$ cat config.mk
export PLATFORM = sky130hd
export DESIGN_NAME = nearest_palette_index_quantizer
export DESIGN_NICKNAME = d
export VERILOG_FILES = /design/src/rtl/core/npiq_pkg.sv /design/src/rtl/core/npiq_ctrl.sv /design/src/rtl/core/npiq_dp.sv /design/src/rtl/core/nearest_palette_index_quantizer.sv
export SDC_FILE = /design/constraint.sdc
export NUM_CORES = 2
export LEC_CHECK = 0
export BUFFER_PORTS_ARGS = -buffer_cell sky130_fd_sc_hd__buf_4
export CORE_MARGIN = 3
export CORE_UTILIZATION = 30
export CTS_CLUSTER_SIZE = 8
export DETAILED_ROUTE_END_ITERATION = 6
export GPL_TIMING_DRIVEN = 0
export PLACE_DENSITY = 0.5
export RECOVER_POWER = 100
export SYNTH_ARGS = -nofsm -noshare
export SYNTH_HDL_FRONTEND = slang
export SYNTH_SLANG_ARGS = --single-unit
$ cat constraint.sdc
create_clock -name clk_i -period 7.4 [get_ports clk_i]
set_input_delay 1.48 -clock clk_i [delete_from_list [all_inputs] [get_ports clk_i]]
set_output_delay 1.48 -clock clk_i [all_outputs]
set_load 0.02 [all_outputs]
$ cat src/rtl/core/npiq_pkg.sv
`default_nettype none

package npiq_pkg;

  localparam int unsigned CfgIdxW = 2;
  localparam int unsigned CfgDataW = 9;
  localparam int unsigned EntryW = 9;
  localparam int unsigned DistW = 18;

  localparam logic [CfgIdxW-1:0] CFG_TRANSPARENT = 2'd0;
  localparam logic [CfgIdxW-1:0] CFG_COUNT = 2'd1;
  localparam logic [CfgIdxW-1:0] CFG_MODE = 2'd2;

  localparam logic [7:0] TRANSPARENT_RST = 8'hE3;
  localparam logic [8:0] COUNT_RST = 9'd256;

  localparam logic ACTION_WRITE = 1'b0;
  localparam logic ACTION_PIXEL = 1'b1;
  localparam logic [7:0] OPAQUE_ALPHA = 8'hFF;
  localparam logic [DistW-1:0] DIST_MAX = '1;

  typedef struct packed {
    logic accept;
    logic issue;
    logic finish;
  } npiq_cmd_t;

  typedef struct packed {
    logic in_pixel;
    logic in_opaque;
    logic scan_done;
    logic pipe_busy;
    logic can_finish;
  } npiq_sts_t;

  function automatic logic [7:0] level_expand(input logic [2:0] lvl);
    logic [7:0] v;
    case (lvl)
      3'd0: v = 8'd0;
      3'd1: v = 8'd36;
      3'd2: v = 8'd73;
      3'd3: v = 8'd109;
      3'd4: v = 8'd146;
      3'd5: v = 8'd182;
      3'd6: v = 8'd219;
      default: v = 8'd255;
    endcase
    return v;
  endfunction

  // reset palette entry: rrr ggg and a blue level spread from two bits
  function automatic logic [EntryW-1:0] default_entry(input logic [7:0] idx);
    logic [2:0] blue;
    blue = {idx[1:0], idx[1] | idx[0]};
    return {idx[7:5], idx[4:2], blue};
  endfunction

endpackage

`default_nettype wire

$ cat src/rtl/core/npiq_ctrl.sv
`default_nettype none

module npiq_ctrl (
  input  wire logic               clk_i,
  input  wire logic               rst_ni,
  input  wire logic               in_valid_i,
  output logic                    in_stall_o,
  input  npiq_pkg::npiq_sts_t     sts_i,
  output npiq_pkg::npiq_cmd_t     cmd_o
);
  import npiq_pkg::*;

  typedef enum logic [1:0] {
    ST_IDLE,
    ST_SEARCH,
    ST_DRAIN,
    ST_FINISH
  } state_e;

  state_e state_q, state_d;
  logic   accept;

  assign in_stall_o = (state_q != ST_IDLE);
  assign accept = in_valid_i & (state_q == ST_IDLE);

  assign cmd_o.accept = accept;
  assign cmd_o.issue = (state_q == ST_SEARCH);
  assign cmd_o.finish = (state_q == ST_FINISH) & sts_i.can_finish;

  always_comb begin
    state_d = state_q;
    unique case (state_q)
      ST_IDLE: begin
        if (accept && sts_i.in_pixel) begin
          state_d = sts_i.in_opaque ? ST_SEARCH : ST_FINISH;
        end
      end
      ST_SEARCH: begin
        if (sts_i.scan_done) begin
          state_d = ST_DRAIN;
        end
      end
      ST_DRAIN: begin
        if (!sts_i.pipe_busy) begin
          state_d = ST_FINISH;
        end
      end
      ST_FINISH: begin
        if (sts_i.can_finish) begin
          state_d = ST_IDLE;
        end
      end
      default: state_d = ST_IDLE;
    endcase
  end

  always_ff @(posedge clk_i or negedge rst_ni) begin
    if (!rst_ni) begin
      state_q <= ST_IDLE;
    end else begin
      state_q <= state_d;
    end
  end

endmodule

`default_nettype wire

$ cat src/rtl/core/npiq_dp.sv
`default_nettype none

module npiq_dp #(
  parameter int unsigned PALETTE_DEPTH = 256
) (
  input  wire logic                          clk_i,
  input  wire logic                          rst_ni,
  input  wire logic                          cfg_wr_i,
  input  wire logic [npiq_pkg::CfgIdxW-1:0]  cfg_index_i,
  input  wire logic [npiq_pkg::CfgDataW-1:0] cfg_data_i,
  input  wire logic                          action_i,
  input  wire logic [7:0]                    entry_index_i,
  input  wire logic [2:0]                    entry_red_i,
  input  wire logic [2:0]                    entry_green_i,
  input  wire logic [2:0]                    entry_blue_i,
  input  wire logic [7:0]                    pixel_red_i,
  input  wire logic [7:0]                    pixel_green_i,
  input  wire logic [7:0]                    pixel_blue_i,
  input  wire logic [7:0]                    pixel_alpha_i,
  input  npiq_pkg::npiq_cmd_t                cmd_i,
  output npiq_pkg::npiq_sts_t                sts_o,
  output logic                               out_valid_o,
  input  wire logic                          out_stall_i,
  output logic [7:0]                         out_byte_o
);
  import npiq_pkg::*;

  localparam int unsigned AddrW = (PALETTE_DEPTH > 1) ? $clog2(PALETTE_DEPTH) : 1;
  localparam logic [8:0] DepthCnt = 9'(PALETTE_DEPTH);

  // configuration
  logic [7:0] transparent_q;
  logic [8:0] count_q;
  logic       mode_q;

  // palette memory with per-entry written bits
  logic [EntryW-1:0]        mem [PALETTE_DEPTH];
  logic [PALETTE_DEPTH-1:0] written_q;

  // item registers
  logic [7:0] pix_r_q, pix_g_q, pix_b_q;
  logic       opaque_q;
  logic [8:0] cnt_q;
  logic [8:0] limit;
  logic       iss;

  // read stage
  logic              rd_vld_q;
  logic [EntryW-1:0] rd_data_q;
  logic              rd_written_q;
  logic [7:0]        rd_idx_q;
  logic [EntryW-1:0] entry;

  // square stage
  logic        sq_vld_q;
  logic        sq_skip_q;
  logic [7:0]  sq_idx_q;
  logic [15:0] sq_r_q, sq_g_q, sq_b_q;
  logic [15:0] sq_r_d, sq_g_d, sq_b_d;
  logic [DistW-1:0] sq_sum;

  logic [DistW-1:0] best_q;
  logic [7:0]       best_idx_q;

  // pair packing and output
  logic       nibble_q;
  logic [7:0] held_q;
  logic [7:0] x;
  logic       needs_out;
  logic       out_valid_q;
  logic [7:0] out_byte_q;

  logic       entry_wr;

  function automatic logic [15:0] sq_diff(input logic [7:0] a, input logic [7:0] b);
    logic [7:0] d;
    d = (a > b) ? (a - b) : (b - a);
    return 16'(d) * 16'(d);
  endfunction

  assign limit = (count_q > DepthCnt) ? DepthCnt : count_q;
  assign iss = cmd_i.issue & (cnt_q < limit);
  assign entry_wr = cmd_i.accept & (action_i == ACTION_WRITE) &
                    ({1'b0, entry_index_i} < DepthCnt);

  always_ff @(posedge clk_i or negedge rst_ni) begin
    if (!rst_ni) begin
      transparent_q <= TRANSPARENT_RST;
      count_q <= COUNT_RST;
      mode_q <= 1'b0;
    end else if (cfg_wr_i) begin
      unique case (cfg_index_i)
        CFG_TRANSPARENT: transparent_q <= cfg_data_i[7:0];
        CFG_COUNT: count_q <= cfg_data_i;
        CFG_MODE: mode_q <= cfg_data_i[0];
        default: ;
      endcase
    end
  end

  always_ff @(posedge clk_i) begin
    if (entry_wr) begin
      mem[entry_index_i[AddrW-1:0]] <= {entry_red_i, entry_green_i, entry_blue_i};
    end
    if (iss) begin
      rd_data_q <= mem[cnt_q[AddrW-1:0]];
      rd_written_q <= written_q[cnt_q[AddrW-1:0]];
      rd_idx_q <= cnt_q[7:0];
    end
  end

  always_ff @(posedge clk_i or negedge rst_ni) begin
    if (!rst_ni) begin
      written_q <= '0;
    end else if (entry_wr) begin
      written_q[entry_index_i[AddrW-1:0]] <= 1'b1;
    end
  end

  assign entry = rd_written_q ? rd_data_q : default_entry(rd_idx_q);

  assign sq_r_d = sq_diff(level_expand(entry[8:6]), pix_r_q);
  assign sq_g_d = sq_diff(level_expand(entry[5:3]), pix_g_q);
  assign sq_b_d = sq_diff(level_expand(entry[2:0]), pix_b_q);
  assign sq_sum = DistW'(sq_r_q) + DistW'(sq_g_q) + DistW'(sq_b_q);

  always_ff @(posedge clk_i) begin
    if (cmd_i.accept) begin
      pix_r_q <= pixel_red_i;
      pix_g_q <= pixel_green_i;
      pix_b_q <= pixel_blue_i;
      opaque_q <= (pixel_alpha_i == OPAQUE_ALPHA);
    end
    if (rd_vld_q) begin
      sq_r_q <= sq_r_d;
      sq_g_q <= sq_g_d;
      sq_b_q <= sq_b_d;
      sq_idx_q <= rd_idx_q;
      sq_skip_q <= (rd_idx_q == transparent_q);
    end
  end

  always_ff @(posedge clk_i or negedge rst_ni) begin
    if (!rst_ni) begin
      cnt_q <= '0;
      rd_vld_q <= 1'b0;
      sq_vld_q <= 1'b0;
      best_q <= DIST_MAX;
      best_idx_q <= '0;
    end else begin
      rd_vld_q <= iss;
      sq_vld_q <= rd_vld_q;
      if (cmd_i.accept) begin
        cnt_q <= '0;
        best_q <= DIST_MAX;
        best_idx_q <= '0;
      end else begin
        if (iss) begin
          cnt_q <= cnt_q + 9'd1;
        end
        if (sq_vld_q && !sq_skip_q && (sq_sum < best_q)) begin
          best_q <= sq_sum;
          best_idx_q <= sq_idx_q;
        end
      end
    end
  end

  assign x = opaque_q ? best_idx_q : transparent_q;
  assign needs_out = !mode_q || nibble_q;

  always_ff @(posedge clk_i or negedge rst_ni) begin
    if (!rst_ni) begin
      nibble_q <= 1'b0;
      held_q <= '0;
      out_valid_q <= 1'b0;
    end else begin
      if (cmd_i.finish && needs_out) begin
        out_valid_q <= 1'b1;
      end else if (out_valid_q && !out_stall_i) begin
        out_valid_q <= 1'b0;
      end
      if (cfg_wr_i && (cfg_index_i == CFG_MODE)) begin
        nibble_q <= 1'b0;
        held_q <= '0;
      end else if (cmd_i.finish) begin
        if (mode_q) begin
          nibble_q <= !nibble_q;
          if (!nibble_q) begin
            held_q <= {x[3:0], 4'h0};
          end
        end
      end
    end
  end

  always_ff @(posedge clk_i) begin
    if (cmd_i.finish && needs_out) begin
      out_byte_q <= mode_q ? (held_q + x) : x;
    end
  end

  assign sts_o.in_pixel = (action_i == ACTION_PIXEL);
  assign sts_o.in_opaque = (pixel_alpha_i == OPAQUE_ALPHA);
  assign sts_o.scan_done = (cnt_q >= limit);
  assign sts_o.pipe_busy = rd_vld_q | sq_vld_q;
  assign sts_o.can_finish = !(needs_out && out_valid_q && out_stall_i);

  assign out_valid_o = out_valid_q;
  assign out_byte_o = out_byte_q;

endmodule

`default_nettype wire

$ cat src/rtl/core/nearest_palette_index_quantizer.sv
`default_nettype none

// channel | direction | handshake            | payload
// in      | input     | in_valid / in_stall   | action, entry_*, pixel_*
// out     | output    | out_valid / out_stall | out_byte
// cfg     | input     | cfg_valid / cfg_ready | cfg_index, cfg_data
//
// one word in flight; an entry write is done when it is accepted, a non-opaque pixel
// goes straight to finish, an opaque pixel searches min(colour_count, PALETTE_DEPTH)
// entries at one palette read per cycle from the single-port palette memory
// reset restores the default rrrgggbb palette through per-entry written bits
// a finished word waits in the output register while in stays open; a full
// output register stalls only the next word that has a result to deliver
module nearest_palette_index_quantizer #(
  parameter int unsigned PALETTE_DEPTH = 256
) (
  input  wire logic                          clk_i,
  input  wire logic                          rst_ni,
  input  wire logic                          in_valid_i,
  output logic                               in_stall_o,
  input  wire logic                          action_i,
  input  wire logic [7:0]                    entry_index_i,
  input  wire logic [2:0]                    entry_red_i,
  input  wire logic [2:0]                    entry_green_i,
  input  wire logic [2:0]                    entry_blue_i,
  input  wire logic [7:0]                    pixel_red_i,
  input  wire logic [7:0]                    pixel_green_i,
  input  wire logic [7:0]                    pixel_blue_i,
  input  wire logic [7:0]                    pixel_alpha_i,
  output logic                               out_valid_o,
  input  wire logic                          out_stall_i,
  output logic [7:0]                         out_byte_o,
  input  wire logic                          cfg_valid_i,
  output logic                               cfg_ready_o,
  input  wire logic [npiq_pkg::CfgIdxW-1:0]  cfg_index_i,
  input  wire logic [npiq_pkg::CfgDataW-1:0] cfg_data_i
);
  import npiq_pkg::*;

  npiq_cmd_t cmd;
  npiq_sts_t sts;

  assign cfg_ready_o = 1'b1;

  npiq_ctrl u_ctrl (
    .clk_i      (clk_i),
    .rst_ni     (rst_ni),
    .in_valid_i (in_valid_i),
    .in_stall_o (in_stall_o),
    .sts_i      (sts),
    .cmd_o      (cmd)
  );

  npiq_dp #(
    .PALETTE_DEPTH (PALETTE_DEPTH)
  ) u_dp (
    .clk_i         (clk_i),
    .rst_ni        (rst_ni),
    .cfg_wr_i      (cfg_valid_i & cfg_ready_o),
    .cfg_index_i   (cfg_index_i),
    .cfg_data_i    (cfg_data_i),
    .action_i      (action_i),
    .entry_index_i (entry_index_i),
    .entry_red_i   (entry_red_i),
    .entry_green_i (entry_green_i),
    .entry_blue_i  (entry_blue_i),
    .pixel_red_i   (pixel_red_i),
    .pixel_green_i (pixel_green_i),
    .pixel_blue_i  (pixel_blue_i),
    .pixel_alpha_i (pixel_alpha_i),
    .cmd_i         (cmd),
    .sts_o         (sts),
    .out_valid_o   (out_valid_o),
    .out_stall_i   (out_stall_i),
    .out_byte_o    (out_byte_o)
  );

endmodule

`default_nettype wire

==> out/results.ini <==
[run_status]
status = finished, violations left
violations = max-capacitance violations, max-slew violations

[cells_and_area]
layout-drive-gt1-share_pct = 29.09
layout.nets = 6547
syn2layout_area_growth_pct = 17.31

[sta]
setup_violations = 0
slew_violations = 1544
fmax_ghz = 0.1395
whs_ns = 0.4575
hold_viol = 0
min_period_ns = 7.168
tightest_slew_ns = 6.693
period_share_pct = 96.86
relSlewSlack_pct = -346.2
skew_ns = 0.07490

[setup_path]
crit_family = adder cells
rrSetupSlack_ns = 0.23
path_class = reg -> reg
crit_end = u_dp.sq_g_q[15]$_DFFE_PP_
worstRegToRegCells = 26
max_stage_delay_ns = 0.67
critical_path.most_common_cell = inv_1
r2r-start = u_dp.rd_written_q$_DFFE_PP_
crit_required_ns = 8.03
critPathLaunch = u_dp.rd_written_q$_DFFE_PP_
critPathMaxFanout = 8
crit_buf_inv = 5
worstSetupEndpointType = flop
cpMaxStageDelayCell = o41ai_1
cp.depth = 26
start_kind = flop
cp.arrival_ns = 7.80
r2r-end = u_dp.sq_g_q[15]$_DFFE_PP_

[flow_run]
drv_cap = 17

[global_route]
grt_antenna_before_repair = 30
grt_usage_pct = 17.15
grt_max_degree = 145
grt_pass1_vias = 59590
grt_pass1_wl_um = 467100
grt_overflow = 0

[placement]
dp_hpwl_um = 219300
io_buffers = 75
gp_congestion = 0.8465

[yosys]
netlist_instances = 5660
synth_common_cells = 2409 x edfxtp_1, 840 x mux4_2, 421 x nor2_1
synth_edf_count = 2409
synth_top_area_share_pct = 63.97
yosys-top-cells-area = edfxtp_1 64%, mux4_2 17%, dfrtp_1 6.5%
synthArstFlopShare_pct = 11.69
synth_area_mm2 = 0.1131
yosys.area.top_type = edfxtp_1
yosysSeqAreaShare_pct = 71.05
yosysWarningCount = 0
ys_seq_elements = 2728
synth_ff_type = edfxtp_1
synth.most_common_cell = edfxtp_1
syn_avg_cell_area_um2 = 19.98
synth_cell_types = 71
syn-num-nets = 6018

[clock_network]
clk_pin_slew_ns = 0.05
root_buffer = clkbuf_16
clock_path_buffers = 4
cts_made_buffers = 382
cts_tree = done
cts.sink_count = 2728
cts_htree_levels = 5
clkLatencyLatePin_ns = 0.96

[hold_path]
min_path_cells = 1
hold_path_class = reg -> reg
hold_start = u_dp.written_q[92]$_DFFE_PN0P_

[drt]
drcViolationCount = 0
drt_pass1_iterations = 5
drt-total-wl_um = 333700
route.met3.wl_um = 22210
wl_met1_um = 142400
top_layer = met5
via_per_inst = 5.017
met2_length_um = 159000
drt-wirelength-per-cell_um = 29.03
antenna_left = 0
drtIter0Drc = 5796
via_count = 57670

[floorplan]
core_mm2 = 0.3739
num_io_pins = 77
dieArea_mm2 = 0.3844
rows = 224
die_h_um = 620.0
initial_core_util_pct = 30.25
die_w_um = 620.0

==> worst min path at each step <==
| stage | to | slack [ns] |
|---|---|---|
| 2_1_floorplan | u_dp.written_q[102]$_DFFE_PN0P_ | 0.43 |
| 3_3_place_gp | u_dp.written_q[174]$_DFFE_PN0P_ | 0.44 |
| 3_5_place_dp | u_dp.written_q[92]$_DFFE_PN0P_ | 0.45 |
| 4_1_cts | u_dp.written_q[166]$_DFFE_PN0P_ | 0.44 |
| 5_1_grt | u_dp.written_q[199]$_DFFE_PN0P_ | 0.47 |
| 6_report | u_dp.written_q[92]$_DFFE_PN0P_ | 0.46 |
==> kinds of logic after synthesis <==
family,after synthesis,synth area share (%)
simple gates,917,3.885
other cells,1,0.003316
compound gates,248,1.460
fa+ha+maj,292,3.768
flops,2728,71.05
buf+inv,455,1.607
mux,903,17.32
xor+xnor,116,0.9050
==> layer usage <==
metal	global-route usage (%)	up-vias
met5	0.1374	-
met4	4.987	6
met3	3.314	476
met2	27.66	2011
met1	23.53	31420
li1	-	23760
==> sequential cells by signal (all words and copies together), names as in the netlist, 8 cells and up <==
name and cells:
u_dp.transparent_q 8, u_dp.best_q 18, u_dp.pix_g_q 8, u_dp.best_idx_q 8
u_dp.sq_g_q 15, u_dp.written_q 256, u_dp.out_byte_o 8, u_dp.rd_idx_q 8
u_dp.mem 2304, u_dp.pix_r_q 8, u_dp.sq_r_q 15, u_dp.count_q 9
u_dp.pix_b_q 8, u_dp.sq_b_q 15, u_dp.rd_data_q 9, u_dp.cnt_q 9
u_dp.sq_idx_q 8
==> placed cells by master, fill, tap and decap left out, drive strengths merged, types with 13 or more instances in the layout <==
cell type | netlist | routed
clkbuf | 157 | 876
mux4 | 840 | 840
a21oi | 69 | 69
nor3 | 22 | 22
inv | 201 | 212
o21bai | 13 | 13
buf | 95 | 202
nand4 | 14 | 14
clkinv | 2 | 14
dfstp | 24 | 24
o211ai | 15 | 15
mux2i | 34 | 34
xnor2 | 72 | 72
fa | 81 | 81
nor2b | 26 | 26
xor2 | 44 | 44
dfrtp | 295 | 295
a21o | 32 | 32
nand3 | 25 | 25
or2 | 263 | 263
o21a | 17 | 17
mux2 | 29 | 29
nand2 | 100 | 100
edfxtp | 2409 | 2409
nor2 | 421 | 421
ha | 211 | 211
a22oi | 20 | 20
o21ai | 40 | 40
==> final cells by class <==
cell class,instances,area [µm²]
fill,34820,241200
sequential,2728,80350
multi-input combinational,2477,31520
clock buffer,684,10840
tap,4972,6221
timing repair buffer,153,1401
buffer,244,1086
inverter,203,764.5
clock inverter,26,456.7
antenna,7,17.52
==> repair_timing <==
item | 4_1_cts | 5_1_grt
hold endpoints to repair | 0 | 0
hold buffers | 0 | 0
buffers inserted | 29 | 25
resized for setup | 46 | 72
setup endpoints to repair | 31 | 14
pin swaps | 6 | 22
==> metrics by stage <==
stage	instance area (µm²)	setup TNS (ns)	instances	util (%)	setup slack [ns]
after floorplan	113100	0	5660	-	0.1956
after global placement	119900	-29.54	10710	32.06	-1.626
after detailed placement	120600	-29.53	10730	32.25	-1.581
after CTS	132400	0	11460	35.41	0.007852
after global routing	132600	-0.3155	11490	35.48	-0.1610
final	132700	0	11490	35.48	0.2324
Power is left out: the tool's default activity adds up to more than one toggle a clock period on the data nets, which glitch-free logic cannot reach.
